<file path="config.mk">
export PLATFORM = sky130hd
export DESIGN_NAME = vmst_cell
export DESIGN_NICKNAME = d
export VERILOG_FILES = /design/src/rtl/core/vmst_pkg.sv /design/src/rtl/core/vmst_cell.sv
export SDC_FILE = /design/constraint.sdc
export NUM_CORES = 1
export LEC_CHECK = 0
export BUFFER_PORTS_ARGS = -buffer_cell sky130_fd_sc_hd__buf_2
export CAP_MARGIN = 20
export CORE_MARGIN = 4
export CORE_UTILIZATION = 50
export DETAILED_ROUTE_END_ITERATION = 12
export PLACE_DENSITY_LB_ADDON = 0.1
export SYNTH_ARGS = -nofsm -noshare
export SYNTH_HDL_FRONTEND = slang
export SYNTH_SLANG_ARGS = --single-unit
</file>
<file path="constraint.sdc">
create_clock -name clk -period 2.9 [get_ports clk]
set_clock_uncertainty 0.2 [all_clocks]
set_input_delay 0.29 -clock clk [delete_from_list [all_inputs] [get_ports clk]]
set_output_delay 0.29 -clock clk [all_outputs]
set_load 0.005 [all_outputs]
</file>
<file path="src/rtl/core/vmst_pkg.sv">
package vmst_pkg;

	localparam int VALUE_W = 32;
	localparam int COUNT_W = 7;

	// command codes
	localparam logic [1:0] CMD_INSERT = 2'd0;
	localparam logic [1:0] CMD_DELETE = 2'd1;
	localparam logic [1:0] CMD_SEARCH = 2'd2;

	// status codes
	localparam logic [2:0] ST_INSERTED  = 3'd0;
	localparam logic [2:0] ST_DELETED   = 3'd1;
	localparam logic [2:0] ST_FOUND     = 3'd2;
	localparam logic [2:0] ST_NOT_FOUND = 3'd3;
	localparam logic [2:0] ST_FULL      = 3'd4;

	typedef struct packed {
		logic [1:0]                cmd;
		logic signed [VALUE_W-1:0] value;
	} req_t;

	typedef struct packed {
		logic [2:0]         status;
		logic [COUNT_W-1:0] entry_count;
	} rsp_t;

	// request token walking down the cell chain
	typedef struct packed {
		logic                      valid;
		logic                      done;
		logic [1:0]                cmd;
		logic signed [VALUE_W-1:0] value;
	} tok_t;

endpackage

</file>
<file path="src/rtl/core/vmst_cell.sv">
module vmst_cell (
	input  logic          clk,
	input  logic          arst_n,
	input  logic          advance,
	input  vmst_pkg::tok_t tok_in,
	output vmst_pkg::tok_t tok_out
);
	import vmst_pkg::*;

	logic                      ent_vld_q;
	logic signed [VALUE_W-1:0] ent_val_q;
	logic                      tok_vld_q;
	logic                      tok_done_q;
	logic [1:0]                tok_cmd_q;
	logic signed [VALUE_W-1:0] tok_val_q;
	logic                      match;
	logic                      hit;

	assign match = ent_vld_q && (ent_val_q == tok_in.value);

	// first free cell takes an insert, first matching cell takes a delete or search
	always_comb begin
		hit = 1'b0;
		if (tok_in.valid && !tok_in.done) begin
			if (tok_in.cmd == CMD_INSERT) begin
				hit = !ent_vld_q;
			end else if (tok_in.cmd == CMD_DELETE || tok_in.cmd == CMD_SEARCH) begin
				hit = match;
			end
		end
	end

	always_ff @(posedge clk or negedge arst_n) begin
		if (!arst_n) begin
			ent_vld_q <= 1'b0;
			tok_vld_q <= 1'b0;
		end else if (advance) begin
			tok_vld_q <= tok_in.valid;
			if (hit && tok_in.cmd == CMD_INSERT) begin
				ent_vld_q <= 1'b1;
			end else if (hit && tok_in.cmd == CMD_DELETE) begin
				ent_vld_q <= 1'b0;
			end
		end
	end

	always_ff @(posedge clk) begin
		if (advance) begin
			tok_done_q <= tok_in.done | hit;
			tok_cmd_q  <= tok_in.cmd;
			tok_val_q  <= tok_in.value;
			if (hit && tok_in.cmd == CMD_INSERT) begin
				ent_val_q <= tok_in.value;
			end
		end
	end

	assign tok_out.valid = tok_vld_q;
	assign tok_out.done  = tok_done_q;
	assign tok_out.cmd   = tok_cmd_q;
	assign tok_out.value = tok_val_q;

endmodule

</file>
==> results of run 1 <==
[power groups by stage]
| stage | Sequential (mW) | Clock (mW) | Combinational (mW) |
|---|---|---|---|
| 2_1_floorplan | 1.19 | 0 | 0.0366 |
| 3_3_place_gp | 1.18 | 0 | 0.138 |
| 3_5_place_dp | 1.19 | 0 | 0.142 |
| 4_1_cts | 1.16 | 0.706 | 0.178 |
| 5_1_grt | 1.17 | 0.763 | 0.195 |
| 6_report | 1.16 | 0.688 | 0.177 |
[through the flow]
stage | power [mW] | utilization (%) | worst slack [ns]
3_3_place_gp | 1.323 | 62.26 | 0.9608
5_1_grt | 2.126 | 73.04 | 0.5369
3_5_place_dp | 1.327 | 62.26 | 0.9390
2_1_floorplan | 1.229 | - | 0.6243
4_1_cts | 2.049 | 73.04 | 0.7168
6_report | 2.029 | 73.04 | 0.6963
[worst max-delay path, delay by kind of cell]
family	cells	cell delay, ns
buffers and inverters	4	0.99
AND/OR/NAND/NOR	2	0.54
adder cells (fa/ha/maj)	1	0.19
[cell type report]
cell class | count | area, um2
Clock inverter | 4 | 41.29
Inverter | 5 | 18.77
Multi-Input combinational cell | 53 | 441.7
Timing Repair Buffer | 112 | 743.2
Clock buffer | 10 | 127.6
Fill cell | 341 | 1299
Tap cell | 67 | 83.83
Sequential cell | 69 | 2062
[cells in the final DEF (no fill, tap or decap)]
cell and count:
a2bb2oi_1 1, mux2_2 1, dfrtp_1 2, nor4_1 8, buf_2 74, ha_1 2
buf_4 3, nor4bb_1 1, nand2_1 1, nor2_1 1, nand3_1 1, inv_1 5
and2_1 1, o22ai_1 1, nand4b_1 1, xor2_1 30, nand4_1 1, and4bb_2 1
clkbuf_1 1, edfxtp_1 67, clkinv_1 3, dlygate4sd3_1 35, a222oi_1 1, a311o_2 1
clkbuf_8 9, bufinv_16 1
[worst paths after layout]
check | startpoint | end | slack, ns | cells past startpoint
min in group asynchronous | arst_n | tok_vld_q | 0.08 | 2
max reg2reg | ent_val_q[20] | tok_done_q | 1.08 | 5
min | tok_in[34] | tok_done_q | 0.07 | 2
min reg2reg | tok_vld_q | tok_vld_q | 0.34 | 1
max in group asynchronous | arst_n | ent_vld_q | 2.33 | 2
max | tok_in[33] | ent_val_q[2] | 0.70 | 7
[cell families (layout without fill, tap and decap cells)]
family | count (synthesis) | after routing | share of synthesized area (%)
fa+ha+maj | 2 | 2 | 0.9860
flops | 69 | 69 | 81.26
simple gates | 16 | 16 | 4.191
compound gates | 4 | 4 | 1.430
buf+inv | 7 | 131 | 1.331
xor+xnor | 30 | 30 | 10.35
mux | 1 | 1 | 0.4438
[cells in the mapped netlist]
cell type	count
mux2_2	1
a2bb2oi_1	1
edfxtp_1	67
nor4bb_1	1
ha_1	2
nor2_1	1
nand3_1	1
a222oi_1	1
and4bb_2	1
a311o_2	1
nor4_1	8
buf_4	2
o22ai_1	1
nand4b_1	1
xor2_1	30
inv_1	5
nand2_1	1
nand4_1	1
and2_1	1
dfrtp_1	2
[timing repair]
item / in CTS / in global routing
hold buffers: 35 / 0
hold endpoints to repair: 67 / 0
gates resized for setup: 0 / 0
[state kept, by name (all words and copies together), names as in the netlist]
name / count
tok_done_q: 1
tok_cmd_q: 2
ent_val_q: 32
ent_vld_q: 1
tok_vld_q: 1
tok_val_q: 32
[layer usage]
layer | track usage [%] | vias to the layer above | part of all wire (%)
met5 | 0 | - | 0
met4 | 9.107 | 0 | 1.6
met3 | 5.215 | 9 | 6.4
met2 | 26.85 | 55 | 51
met1 | 19.74 | 701 | 41
li1 | - | 734 | -
==> flow_summary.yaml, run 1 <==
power:
  power_density_nw_per_um2: 576.8
  power_frac_clock_pct: 33.9
  power.switching_mw: 0.4052
  internal_power_mw: 1.624
  combPwrFrac_pct: 8.7
  ir_drop_mv: 0.4371
  p_sw_share_pct: 19.97
  p_seq_share_pct: 57.4
  leakage_nw: 1.396
timing:
  rsz0062_at_grt: "false"
  setup_tns_ns: 0
  slew_headroom_pct: 69.97
  hold_viol_final: 0
  finalSetupViolations: 0
  fmax_ghz: 0.4538
  worst_pin_slew_ns: 0.4504
  period_share_pct: 75.99
  fin_crit_ns: 2.204
  drv_slew: 0
  whs_ns: 0.06966
die:
  die_width_um: 79.24
  pin_count: 75
  initial_utilization_pct: 52.68
  core_region_area_um2: 4817
  num_rows: 25
  die_y_um: 79.24
  die_area_um2: 6279
routing:
  first_pass_iters: 4
  drt_iter0_drc: 107
  ant_nets: 0
  wl_per_cell_um: 15.01
  remaining_drc_errors: 0
  vias: 1499
  vias_per_cell: 4.684
  wl_um: 4804
global_routing:
  grt_pass1_vias: 1571
  grt_max_degree: 21
  grt_pass1_wl_um: 7700
  grt_usage_pct: 16.61
  antenna_found_initial: 0
  grt_overflow: 0
worst_setup_path:
  worst-setup-path-type: "in -> reg"
  cp_max_fo: 18
  crit_arrival_ns: 2.01
  critPathRequiredTime_ns: 2.71
  path_cells: "dlygate4sd3_1, buf_2, inv_1, ha_1, nor4bb_1, and2_1, buf_4"
  end_kind: "register"
  max_stage_delay_ns: 0.53
  critPathLaunchType: "primary input"
  slowest_stage: "dlygate4sd3_1"
synth:
  synth_area_leaders: "edfxtp_1 79%, xor2_1 10%, dfrtp_1 2.0%, nor4_1 2.0%, ha_1 0.99%"
  yosysSeqAreaShare_pct: 81.26
  avgSynthCellArea_um2: 19.67
  synth-seq-cells: 69
  yosys.area.top_type_share_pct: 79.29
  synthesis.nets: 170
  synth_area_um2: 2537
  ys_types: 20
  synth_warnings: 0
  yosysTopAreaCell: "edfxtp_1"
  syn-instance-count: 129
cells_and_area:
  fin_nets: 291
  synthToLayoutAreaGrowth_pct: 38.66
  layout.cells.non_filler: 320
  diodes: 0
  final_cell_area_um2: 3518
  drive_gt1_share_pct: 35.57
place:
  place_inst: 271
  place_area_um2: 2999
  place_congestion: 0.7476
  hpwl_um: 3162
  portBuffers: 74
clock_tree:
  htree_num_levels: 3
  clk_latency_ns: 0.33
  clkTransAtPathRegs_ns: 0.06
  cts_tree: "built"
  numCtsBuffers: 9
  clk_path_buf_depth: 2
  cts_setup_buffers: 0
  cts-root-buf: "clkbuf_8"
  cts_sinks: 69
min_path:
  hold_path.class: "in -> reg"
outcome:
  outcome: "finished clean"
run:
  cap_violations: 0
Note: power is estimated with default switching activity, not from simulation.
==> run 2: changes to the inputs <==
- CORE_UTILIZATION: 50 -> 46
- clock period: 2.9 -> 1.9 ns (I/O delays scaled with it)
==> flow_summary.yaml, run 2 (synthesis gave the netlist of run 1 again) <==
min_path:
  hp-start: "tok_in[8]"
  min_to: "tok_val_q[8]"
  whs_path_depth: 2
  hold_path.class: "in -> reg"
worst_setup_path:
  worstReg2RegEnd: "tok_done_q"
  cp_max_fo: 3
  crit_arrival_ns: 1.80
  worst_r2r_path_depth: 5
  r2r-start: "ent_val_q[19]"
  r2r_slack_ns: 0.08
  critPathRequiredTime_ns: 1.78
  critPathLaunchType: "primary input"
  end_kind: "register"
  worst-setup-path-type: "in -> reg"
timing:
  fin_crit_ns: 1.916
  slew_headroom_pct: 79.92
  finalSetupViolations: 1
  fmax_ghz: 0.5219
  drv_slew: 0
  timing.final.ws_setup_ns: -0.01603
  setup_tns_ns: -0.01603
  worst_pin_slew_ns: 0.2969
  rsz0062_at_grt: "true"
  period_share_pct: 100.8
  hold_viol_final: 0
clock_tree:
  htree_num_levels: 3
  cts_tree: "built"
  clk_path_buf_depth: 2
  clkTransAtPathRegs_ns: 0.07
  cts_sinks: 69
  cts-root-buf: "clkbuf_8"
  clk_latency_ns: 0.33
  numCtsBuffers: 9
global_routing:
  grt_overflow: 0
  grt_max_degree: 22
  grt_pass1_wl_um: 7866
  grt_usage_pct: 16.35
  antenna_found_initial: 0
  grt_pass1_vias: 1683
outcome:
  outcome: "complete, but fails checks"
  violations: "setup timing"
routing:
  first_pass_iters: 4
  vias_per_cell: 4.813
  remaining_drc_errors: 0
  drt_iter0_drc: 73
  ant_nets: 0
  wl_um: 5032
  vias: 1540
  wl_per_cell_um: 15.73
cells_and_area:
  layout_commonest_cell: "edfxtp_1"
  final_cell_mix: "67 x edfxtp_1, 59 x buf_2, 38 x dlygate4sd3_1"
  synthToLayoutAreaGrowth_pct: 44.03
  top_regs: "ent_val_q (32), tok_val_q (32), tok_cmd_q (2)"
  drive_gt1_share_pct: 37.20
  final_util_pct: 69.78
  fillers: 364
  diodes: 0
  multi_input_area_um2: 510.5
  fin_nets: 287
  ff_latch_area_um2: 2062
power:
  leakage_nw: 1.416
  power_density_nw_per_um2: 857.2
  ir_drop_mv: 0.5641
die:
  core_region_area_um2: 5238
  die_width_um: 82.27
  pin_count: 75
  die_y_um: 82.27
  die_area_um2: 6768
  initial_utilization_pct: 48.45
  num_rows: 26
place:
  hpwl_um: 3404
  place_congestion: 0.7969
  dp_slack_ns: 0.0006346
  portBuffers: 74
run:
  cap_violations: 0
==> run 2: layer usage <==
layer	global-route usage [%]	vias to the layer above	routed length, um
met1	18.23	757	1991
met3	5.857	10	286
met2	26.84	50	2668
met5	0	-	0
li1	-	723	-
met4	9.635	0	86
==> run 2: repair_timing <==
| item | in CTS | in global routing |
|---|---|---|
| endpoints found under the hold margin | 72 | 0 |
| buffers inserted | 0 | 0 |
| resized for setup | 0 | 19 |
| hold buffers | 39 | 0 |
| setup endpoints to repair | 0 | 22 |
==> run 2: worst max path at each step <==
stage               endpoint  slack [ns]        from
2_1_floorplan   ent_val_q[0]        0.06  tok_in[33]
3_3_place_gp   ent_val_q[18]        0.08  tok_in[33]
3_5_place_dp   ent_val_q[27]      0.0006  tok_in[33]
4_1_cts           tok_done_q       0.007  tok_in[22]
5_1_grt           tok_done_q       -0.05   tok_in[2]
6_report          tok_done_q       -0.02   tok_in[2]
==> run 2: layout make-up <==
type,instances,share of cell area [%]
sequential,69,56.42
timing repair buffer,108,21.98
multi-input combinational,53,13.97
clock buffer,12,3.697
tap,70,2.396
clock inverter,3,1.027
inverter,5,0.5135
==> run 2: power breakdown <==
| part | switching (mW) | internal [mW] | total (mW) |
|---|---|---|---|
| registers | 0.0283 | 1.75 | 1.78 |
| clock network | 0.469 | 0.592 | 1.06 |
| logic | 0.131 | 0.160 | 0.291 |
==> run 2: through the flow <==
stage / instance area [um2] / power, mW / cells / hold slack [ns]
3_3_place_gp: 3044 / 2.022 / 276 / -0.2216
2_1_floorplan: 2539 / 1.875 / 129 / -0.3056
3_5_place_dp: 3044 / 2.033 / 276 / -0.2175
5_1_grt: 3655 / 3.273 / 320 / 0.05409
4_1_cts: 3607 / 3.162 / 330 / 0.1388
6_report: 3655 / 3.133 / 320 / 0.06637
==> run 2: worst max-delay path, cell delays in order <==
cell and delay [ns]:
dlygate4sd3_1 0.53, buf_2 0.14, xor2_1 0.20, nor4_2 0.07, nand4_1 0.09, and4bb_2 0.24, a311o_2 0.34
