==> src/rtl/core/vmst_pkg.sv <==
package vmst_pkg;

	localparam int VALUE_W = 32;
	localparam int COUNT_W = 7;

	// command codes
	localparam logic [1:0] CMD_INSERT = 2'd0;
	localparam logic [1:0] CMD_DELETE = 2'd1;
	localparam logic [1:0] CMD_SEARCH = 2'd2;

	// status codes
	localparam logic [2:0] ST_INSERTED  = 3'd0;
	localparam logic [2:0] ST_DELETED   = 3'd1;
	localparam logic [2:0] ST_FOUND     = 3'd2;
	localparam logic [2:0] ST_NOT_FOUND = 3'd3;
	localparam logic [2:0] ST_FULL      = 3'd4;

	typedef struct packed {
		logic [1:0]                cmd;
		logic signed [VALUE_W-1:0] value;
	} req_t;

	typedef struct packed {
		logic [2:0]         status;
		logic [COUNT_W-1:0] entry_count;
	} rsp_t;

	// request token walking down the cell chain
	typedef struct packed {
		logic                      valid;
		logic                      done;
		logic [1:0]                cmd;
		logic signed [VALUE_W-1:0] value;
	} tok_t;

endpackage

==> src/rtl/core/vmst_out.sv <==
module vmst_out #(
	parameter int CAPACITY = 64
) (
	input  logic           clk,
	input  logic           arst_n,
	input  vmst_pkg::tok_t tok_in,
	input  logic           rsp_stall,
	output logic           advance,
	output logic           rsp_valid,
	output vmst_pkg::rsp_t rsp
);
	import vmst_pkg::*;

	localparam int CNT_W = $clog2(CAPACITY + 1);

	logic [CNT_W-1:0] cnt_q;
	logic [CNT_W-1:0] cnt_nxt;
	logic [2:0]       status;
	logic             rsp_valid_q;
	rsp_t             rsp_q;

	assign advance = !rsp_valid_q || !rsp_stall;

	always_comb begin
		cnt_nxt = cnt_q;
		status  = ST_NOT_FOUND;
		case (tok_in.cmd)
			CMD_INSERT: begin
				status = tok_in.done ? ST_INSERTED : ST_FULL;
				if (tok_in.done) begin
					cnt_nxt = cnt_q + CNT_W'(1);
				end
			end
			CMD_DELETE: begin
				status = tok_in.done ? ST_DELETED : ST_NOT_FOUND;
				if (tok_in.done) begin
					cnt_nxt = cnt_q - CNT_W'(1);
				end
			end
			CMD_SEARCH: begin
				status = tok_in.done ? ST_FOUND : ST_NOT_FOUND;
			end
			default: begin
				status = ST_NOT_FOUND;
			end
		endcase
	end

	always_ff @(posedge clk or negedge arst_n) begin
		if (!arst_n) begin
			rsp_valid_q <= 1'b0;
			cnt_q       <= '0;
		end else if (advance) begin
			rsp_valid_q <= tok_in.valid;
			if (tok_in.valid) begin
				cnt_q <= cnt_nxt;
			end
		end
	end

	always_ff @(posedge clk) begin
		if (advance && tok_in.valid) begin
			rsp_q.status      <= status;
			rsp_q.entry_count <= COUNT_W'(cnt_nxt);
		end
	end

	assign rsp_valid = rsp_valid_q;
	assign rsp       = rsp_q;

endmodule

==> config.mk <==
export PLATFORM = sky130hd
export DESIGN_NAME = vmst_out
export DESIGN_NICKNAME = d
export VERILOG_FILES = /design/src/rtl/core/vmst_pkg.sv /design/src/rtl/core/vmst_out.sv
export SDC_FILE = /design/constraint.sdc
export NUM_CORES = 1
export LEC_CHECK = 0
export BUFFER_PORTS_ARGS = -buffer_cell sky130_fd_sc_hd__buf_4
export CAP_MARGIN = 20
export CORE_AREA = 3 3 53 55
export DETAILED_ROUTE_END_ITERATION = 12
export DIE_AREA = 0 0 56 58
export GPL_ROUTABILITY_DRIVEN = 0
export GPL_TIMING_DRIVEN = 1
export MAX_ROUTING_LAYER = met4
export PLACE_DENSITY = 0.72
export SLEW_MARGIN = 5
export SYNTH_ARGS = -nofsm -noshare
export SYNTH_HDL_FRONTEND = slang
export SYNTH_SLANG_ARGS = --single-unit
export TNS_END_PERCENT = 10
==> constraint.sdc <==
create_clock -name clk -period 1.6 [get_ports clk]
set_input_delay 0.24 -clock clk [delete_from_list [all_inputs] [get_ports clk]]
set_output_delay 0.24 -clock clk [all_outputs]
set_load 0.02 [all_outputs]
==> impl_results.md, run 1 <==
- Status: finished, violations left
- Failing checks: negative setup slack
- Lkg Pwr: 0.525 nW
- Worst slew margin: 0.758
- Reg2reg path depth: 4
- Routed wire per std cell: 13.4 um
- Flop2flop setup slack: -0.02 ns
- Final Util: 0.504
- Fin. max-slew vios: 0
- Io pins: 51
- Startpoint Class: flop
- Kind of critical path: flop to flop
- RSZ-0062 raised after global routing: true
- Vias in the first global route: 689
- Main synth FF type: edfxtp_1
- Hpwl dp: 1370 um
- Worst Path Required: 1.67 ns
- Non-Filler Instances: 141
- Hold Path End: rsp_valid
- Die area: 3250 um2
- Via count: 676
- Fmax: 0.618 GHz
- Core Footprint: 2430 um2
- Total routed wirelength: 1890 um
- Via/cell ratio: 4.79
- Origin of the critical flop-to-flop path: cnt_q[0]
- Post-synthesis cell area: 915 um2
- Final Net Count: 153
- Final hold slack: 0.135 ns
- Post-Synthesis Cells: 81
- YS warnings: 0
- Share of cells above drive strength 1: 0.432
- Final Hold Violating Endpoints: 0
- Min-Delay Path Class: input pin to flop
- Async S/R FF share, synth: 0.444
- Global route overflow: 0
- Post-route minimum period: 1.62 ns
- Register area share after synthesis: 0.547
- Post-route ant nets: 0
- First-pass GRT wire length: 3200 um
- Area delta synth->final: 33.9%
- Synth unique cells: 30
- VDD IR-drop max: 0.704 mV
- CTS root buf: clkbuf_4
- Clock skew: 0.00689 ns
- Total Power: 1.81 mW
- TritonCTS clock tree: yes
- DR iter-0 viols: 8
- # DRC: 0
- Hold Path Cell Cnt: 2
- CTS Buf Count: 3
- MaxCap Viol Count: 0
- Diode count: 0
- #FFs+latches synth: 18
- Final WS setup: -0.0192 ns
- Initial Util: 0.376
- CTS max path bufs: 2
- Critical path arrival: 1.69 ns
- Final setup violation count: 4
- Drt first pass iters: 4
- Total power divided by cell area: 1480 nW/um2
- IO buf count: 18
- HP Start: tok_in[35]
- GRT Util Overall: 0.135
- Worst-Skew Late Latency: 0.30 ns
- Die X: 56 um
- Period utilization: 1.01
- Clock-pin slew on the worst setup and hold paths: 0.11 ns
- CP max FO: 3
- Post-synth EDFFs: 10
- Crit. End Element: flop
- Cells after DPL: 136
- Worst Max-Slew Pin Slew: 0.362 ns
- Cell row count: 18
- Htree depth: 1
- DIE HEIGHT: 58 um
- Net count after synthesis: 122
- Largest net degree at the start of global routing: 11
- Clock sinks: 18
- FF-to-FF End: rsp[5]
- Syn avg cell area: 11.3 um2
- Initial antenna violation count: 0
- Setup_tns: -0.0482 ns
power by group:
part | internal, mW | switching, mW | total [mW]
sequential | 0.664 | 0.109 | 0.774
combinational | 0.413 | 0.381 | 0.794
clock | 0.0911 | 0.154 | 0.245
total | 1.17 | 0.644 | 1.81
routing by layer:
metal  global-route usage  vias up  wire length (um)
li1                     -      337                 -
met1                0.158      318               845
met2                0.214       17               925
met3               0.0156        4                64
met4                0.102        0                54
met5                    -        -                 0
cell usage in the layout, fill, tap and decap left out, types with 2 or more instances in the layout:
| master | netlist | routed |
|---|---|---|
| clkbuf_4 | 0 | 3 |
| nor2_1 | 5 | 5 |
| inv_1 | 4 | 2 |
| dfrtp_1 | 8 | 7 |
| nand3_1 | 2 | 2 |
| nand2b_1 | 2 | 2 |
| buf_4 | 0 | 28 |
| o21ai_0 | 3 | 3 |
| xnor2_1 | 7 | 7 |
| edfxtp_1 | 10 | 10 |
| nand2_1 | 11 | 10 |
| inv_2 | 0 | 2 |
| xor2_1 | 6 | 6 |
how the worst max path moves through the flow:
stage                         from  slack (ns)  endpoint  cells past startpoint
final                     cnt_q[0]       -0.02    rsp[5]                      4
after global placement    cnt_q[0]      -0.008    rsp[5]                      4
after detailed placement  cnt_q[0]       -0.03    rsp[5]                      4
after global routing      cnt_q[0]       -0.08  cnt_q[5]                      4
after floorplan           cnt_q[0]      -0.003    rsp[5]                      4
after CTS                 cnt_q[0]       -0.03    rsp[5]                      4
cell families (layout without fill, tap and decap cells):
kind of cell / count (synthesis) / in the layout / share of synthesized area
buf+inv: 7 / 37 / 0.0369
simple gates: 31 / 31 / 0.183
xor+xnor: 13 / 13 / 0.124
mux: 1 / 1 / 0.0109
compound gates: 9 / 9 / 0.0698
flops: 18 / 18 / 0.547
fa+ha+maj: 2 / 2 / 0.0274
Yosys cell counts (2+ instances only):
| cell | n | share of area |
|---|---|---|
| nand3_1 | 2 | 0.011 |
| dfrtp_1 | 8 | 0.22 |
| clkbuf_1 | 2 | 0.0082 |
| o21ai_0 | 3 | 0.016 |
| inv_1 | 4 | 0.016 |
| edfxtp_1 | 10 | 0.33 |
| xor2_1 | 6 | 0.057 |
| or2_2 | 2 | 0.014 |
| ha_1 | 2 | 0.027 |
| nand2_1 | 11 | 0.045 |
| nor2_1 | 5 | 0.021 |
| xnor2_1 | 7 | 0.067 |
| nand2b_1 | 2 | 0.014 |
area by class of cell:
type / instances / area, um2
sequential: 18 / 502
timing repair buffer: 29 / 220
clock inverter: 1 / 3.75
multi-input combinational: 56 / 424
tap: 30 / 37.5
clock buffer: 3 / 22.5
fill: 212 / 1210
inverter: 4 / 15.0
flip-flops by register name, indices dropped and copies added (netlist names):
register   flops
cnt_q          7
rsp           10
rsp_valid      1
critical path: stages (launching register included):
cell and delay, ns:
dfrtp_1 0.41, or3b_4 0.41, or4_4 0.44, nand2_2 0.08, xor2_1 0.06
stage by stage:
step	setup WS, ns	instance area (um2)
2_1_floorplan	-0.00251	936
3_3_place_gp	-0.00825	1150
6_report	-0.0192	1220
5_1_grt	-0.0832	1220
4_1_cts	-0.0275	1210
3_5_place_dp	-0.0300	1150
repair_timing:
item	4_1_cts	5_1_grt
hold buffers	1	0
pin swaps	1	3
buffers inserted	0	0
endpoints found under the setup margin	4	7
gates resized for setup	4	5
hold endpoints to repair	8	0
cloned	0	0
No activity file was read; power rests on OpenSTA's default activity.
==> inputs of run 2 (changes only) <==
--- a/config.mk
+++ b/config.mk
@@ -13,7 +13,7 @@
 export GPL_ROUTABILITY_DRIVEN = 0
 export GPL_TIMING_DRIVEN = 1
 export MAX_ROUTING_LAYER = met4
-export PLACE_DENSITY = 0.72
+export PLACE_DENSITY = 0.82
 export SLEW_MARGIN = 5
 export SYNTH_ARGS = -nofsm -noshare
 export SYNTH_HDL_FRONTEND = slang
==> impl_results.md, run 2 (synthesized netlist as in run 1, its figures left out) <==
- Status: finished, violations left
- Failing checks: negative setup slack
- Most frequent cells in the layout: 27 x buf_4, 10 x nand2_1, 10 x edfxtp_1
- DR iter-0 viols: 24 (+16)
- Lkg Pwr: 0.529 nW (+0.74%)
- Global route overflow: 0 (unchanged)
- CP max FO: 3 (unchanged)
- Clock-pin slew on the worst setup and hold paths: 0.11 ns (about the same)
- Routed wire per std cell: 13.7 um (+2.0%)
- Hpwl dp: 1430 um (+3.8%)
- Final Hold Violating Endpoints: 0 (unchanged)
- Io pins: 51 (unchanged)
- CTS Buf Count: 3 (unchanged)
- Clock skew: 0.00987 ns (+0.00298 ns)
- # DRC: 0 (unchanged)
- MaxCap Viol Count: 0 (unchanged)
- Clock sinks: 18 (unchanged)
- GRT Util Overall: 0.127 (-0.00835)
- Final setup violation count: 3 (-1)
- Crit. End Element: flop
- Share of cells above drive strength 1: 0.418 (-0.0143)
- Worst Path Required: 1.67 ns (about the same)
- Drt first pass iters: 4 (unchanged)
- Min-Delay Path Class: input pin to flop
- Initial Util: 0.376 (unchanged)
- Largest net degree at the start of global routing: 11 (unchanged)
- Worst slew margin: 0.760 (+0.00234)
- Via count: 691 (+2.2%)
- Initial antenna violation count: 0 (unchanged)
- Fin. max-slew vios: 0 (unchanged)
- Post-route minimum period: 1.62 ns (+0.00295 ns)
- Cell row count: 18 (unchanged)
- Diode count: 0 (unchanged)
- CTS max path bufs: 2 (unchanged)
- TritonCTS clock tree: yes
- Final WS setup: -0.0221 ns (-0.00295 ns)
- Kind of critical path: flop to flop
- Critical path arrival: 1.69 ns (about the same)
- IO buf count: 18 (unchanged)
- DIE HEIGHT: 58 um (unchanged)
- Post-route ant nets: 0 (unchanged)
- Htree depth: 1 (unchanged)
- Worst-Skew Late Latency: 0.30 ns (about the same)
- DP Worst Slack: -0.0616 ns (-0.0316 ns)
- Die X: 56 um (unchanged)
- Most common cell after layout, fill and taps aside: buf_4
- Worst Max-Slew Pin Slew: 0.359 ns (-0.00350 ns)
- Period utilization: 1.01 (+0.00184)
- DP Area: 1150 um2 (-0.65%)
- Die area: 3250 um2 (unchanged)
- Via/cell ratio: 4.94 (+2.9%)
- Final instance area: 1230 um2 (+0.41%)
- CTS root buf: clkbuf_4
- Total routed wirelength: 1910 um (+1.3%)
- Area delta synth->final: 34.5%
- Post-CTS Setup Bufs: 0 (unchanged)
- VDD IR-drop max: 0.606 mV (-14%)
- RSZ-0062 raised after global routing: true
- Final Net Count: 152 (-0.65%)
- Max FFs per register: 10 (unchanged)
- Total power divided by cell area: 1500 nW/um2 (+1.5%)
- Vias in the first global route: 720 (+4.5%)
- Core Footprint: 2430 um2 (unchanged)
- Fmax: 0.616 GHz (-0.18%)
- First-pass GRT wire length: 3110 um (-3.0%)
- Startpoint Class: flop
- Setup_tns: -0.0350 ns (+0.0132 ns)
[run 2: cell types whose count changed in the layout (fill, tap and decap cells not counted), sizes merged]
cell and change:
buf -1, clkbuf +1, clkinv -1
[run 2: area by class of cell]
cell class	instances	area, um2
fillers	225	1200
flip-flops and latches	18	500
multi-input cells	56	428
repair buffers	28	213
well taps	30	37.5
clock buffers	4	36.3
inverters	4	15.0
[run 2: routing by layer]
| layer | track usage | vias up | wire, um |
|---|---|---|---|
| li1 | - | 334 | - |
| met1 | 0.145 | 328 | 789 |
| met2 | 0.209 | 25 | 977 |
| met3 | 0.0156 | 4 | 100 |
| met4 | 0.0847 | 0 | 45 |
| met5 | - | - | 0 |
[run 2: final timing paths]
kind	startpoint	endpoint	slack, ns	cells after the start
max in group asynchronous	arst_n	cnt_q[2]	1.16	2
setup reg to reg	cnt_q[0]	rsp[5]	-0.02	4
hold reg to reg	cnt_q[6]	cnt_q[6]	0.50	1
min in group asynchronous	arst_n	rsp_valid	0.29	2
hold / removal	tok_in[35]	rsp_valid	0.13	2
setup / recovery	cnt_q[0]	rsp[5]	-0.02	4
[run 2: power breakdown]
group	internal, mW	switching, mW
Sequential	0.661	0.102
Combinational	0.405	0.395
Clock	0.139	0.145
Total	1.20	0.642
[run 2: what timing repair did]
| item | in CTS | in global routing |
|---|---|---|
| hold endpoints to repair | 8 | 0 |
| resized for setup | 3 | 4 |
| endpoints found under the setup margin | 5 | 6 |
| hold buffers | 1 | 0 |
| pin swaps | 1 | 1 |
[run 2: per-stage QoR]
stage           util  std cells  hold slack [ns]  power [mW]
4_1_cts        0.498        140            0.127        1.80
3_5_place_dp   0.472        135           0.0686        1.49
3_3_place_gp   0.472        135           0.0667        1.46
2_1_floorplan      -         81          -0.0556        1.23
6_report       0.506        140            0.128        1.85
5_1_grt        0.506        140            0.127        1.96
[run 2: worst max-delay path, cell delays in order, from the launching register on]
cell and delay (ns):
dfrtp_1 0.41, or3b_1 0.39, or4_4 0.45, nand2_2 0.09
xor2_1 0.06
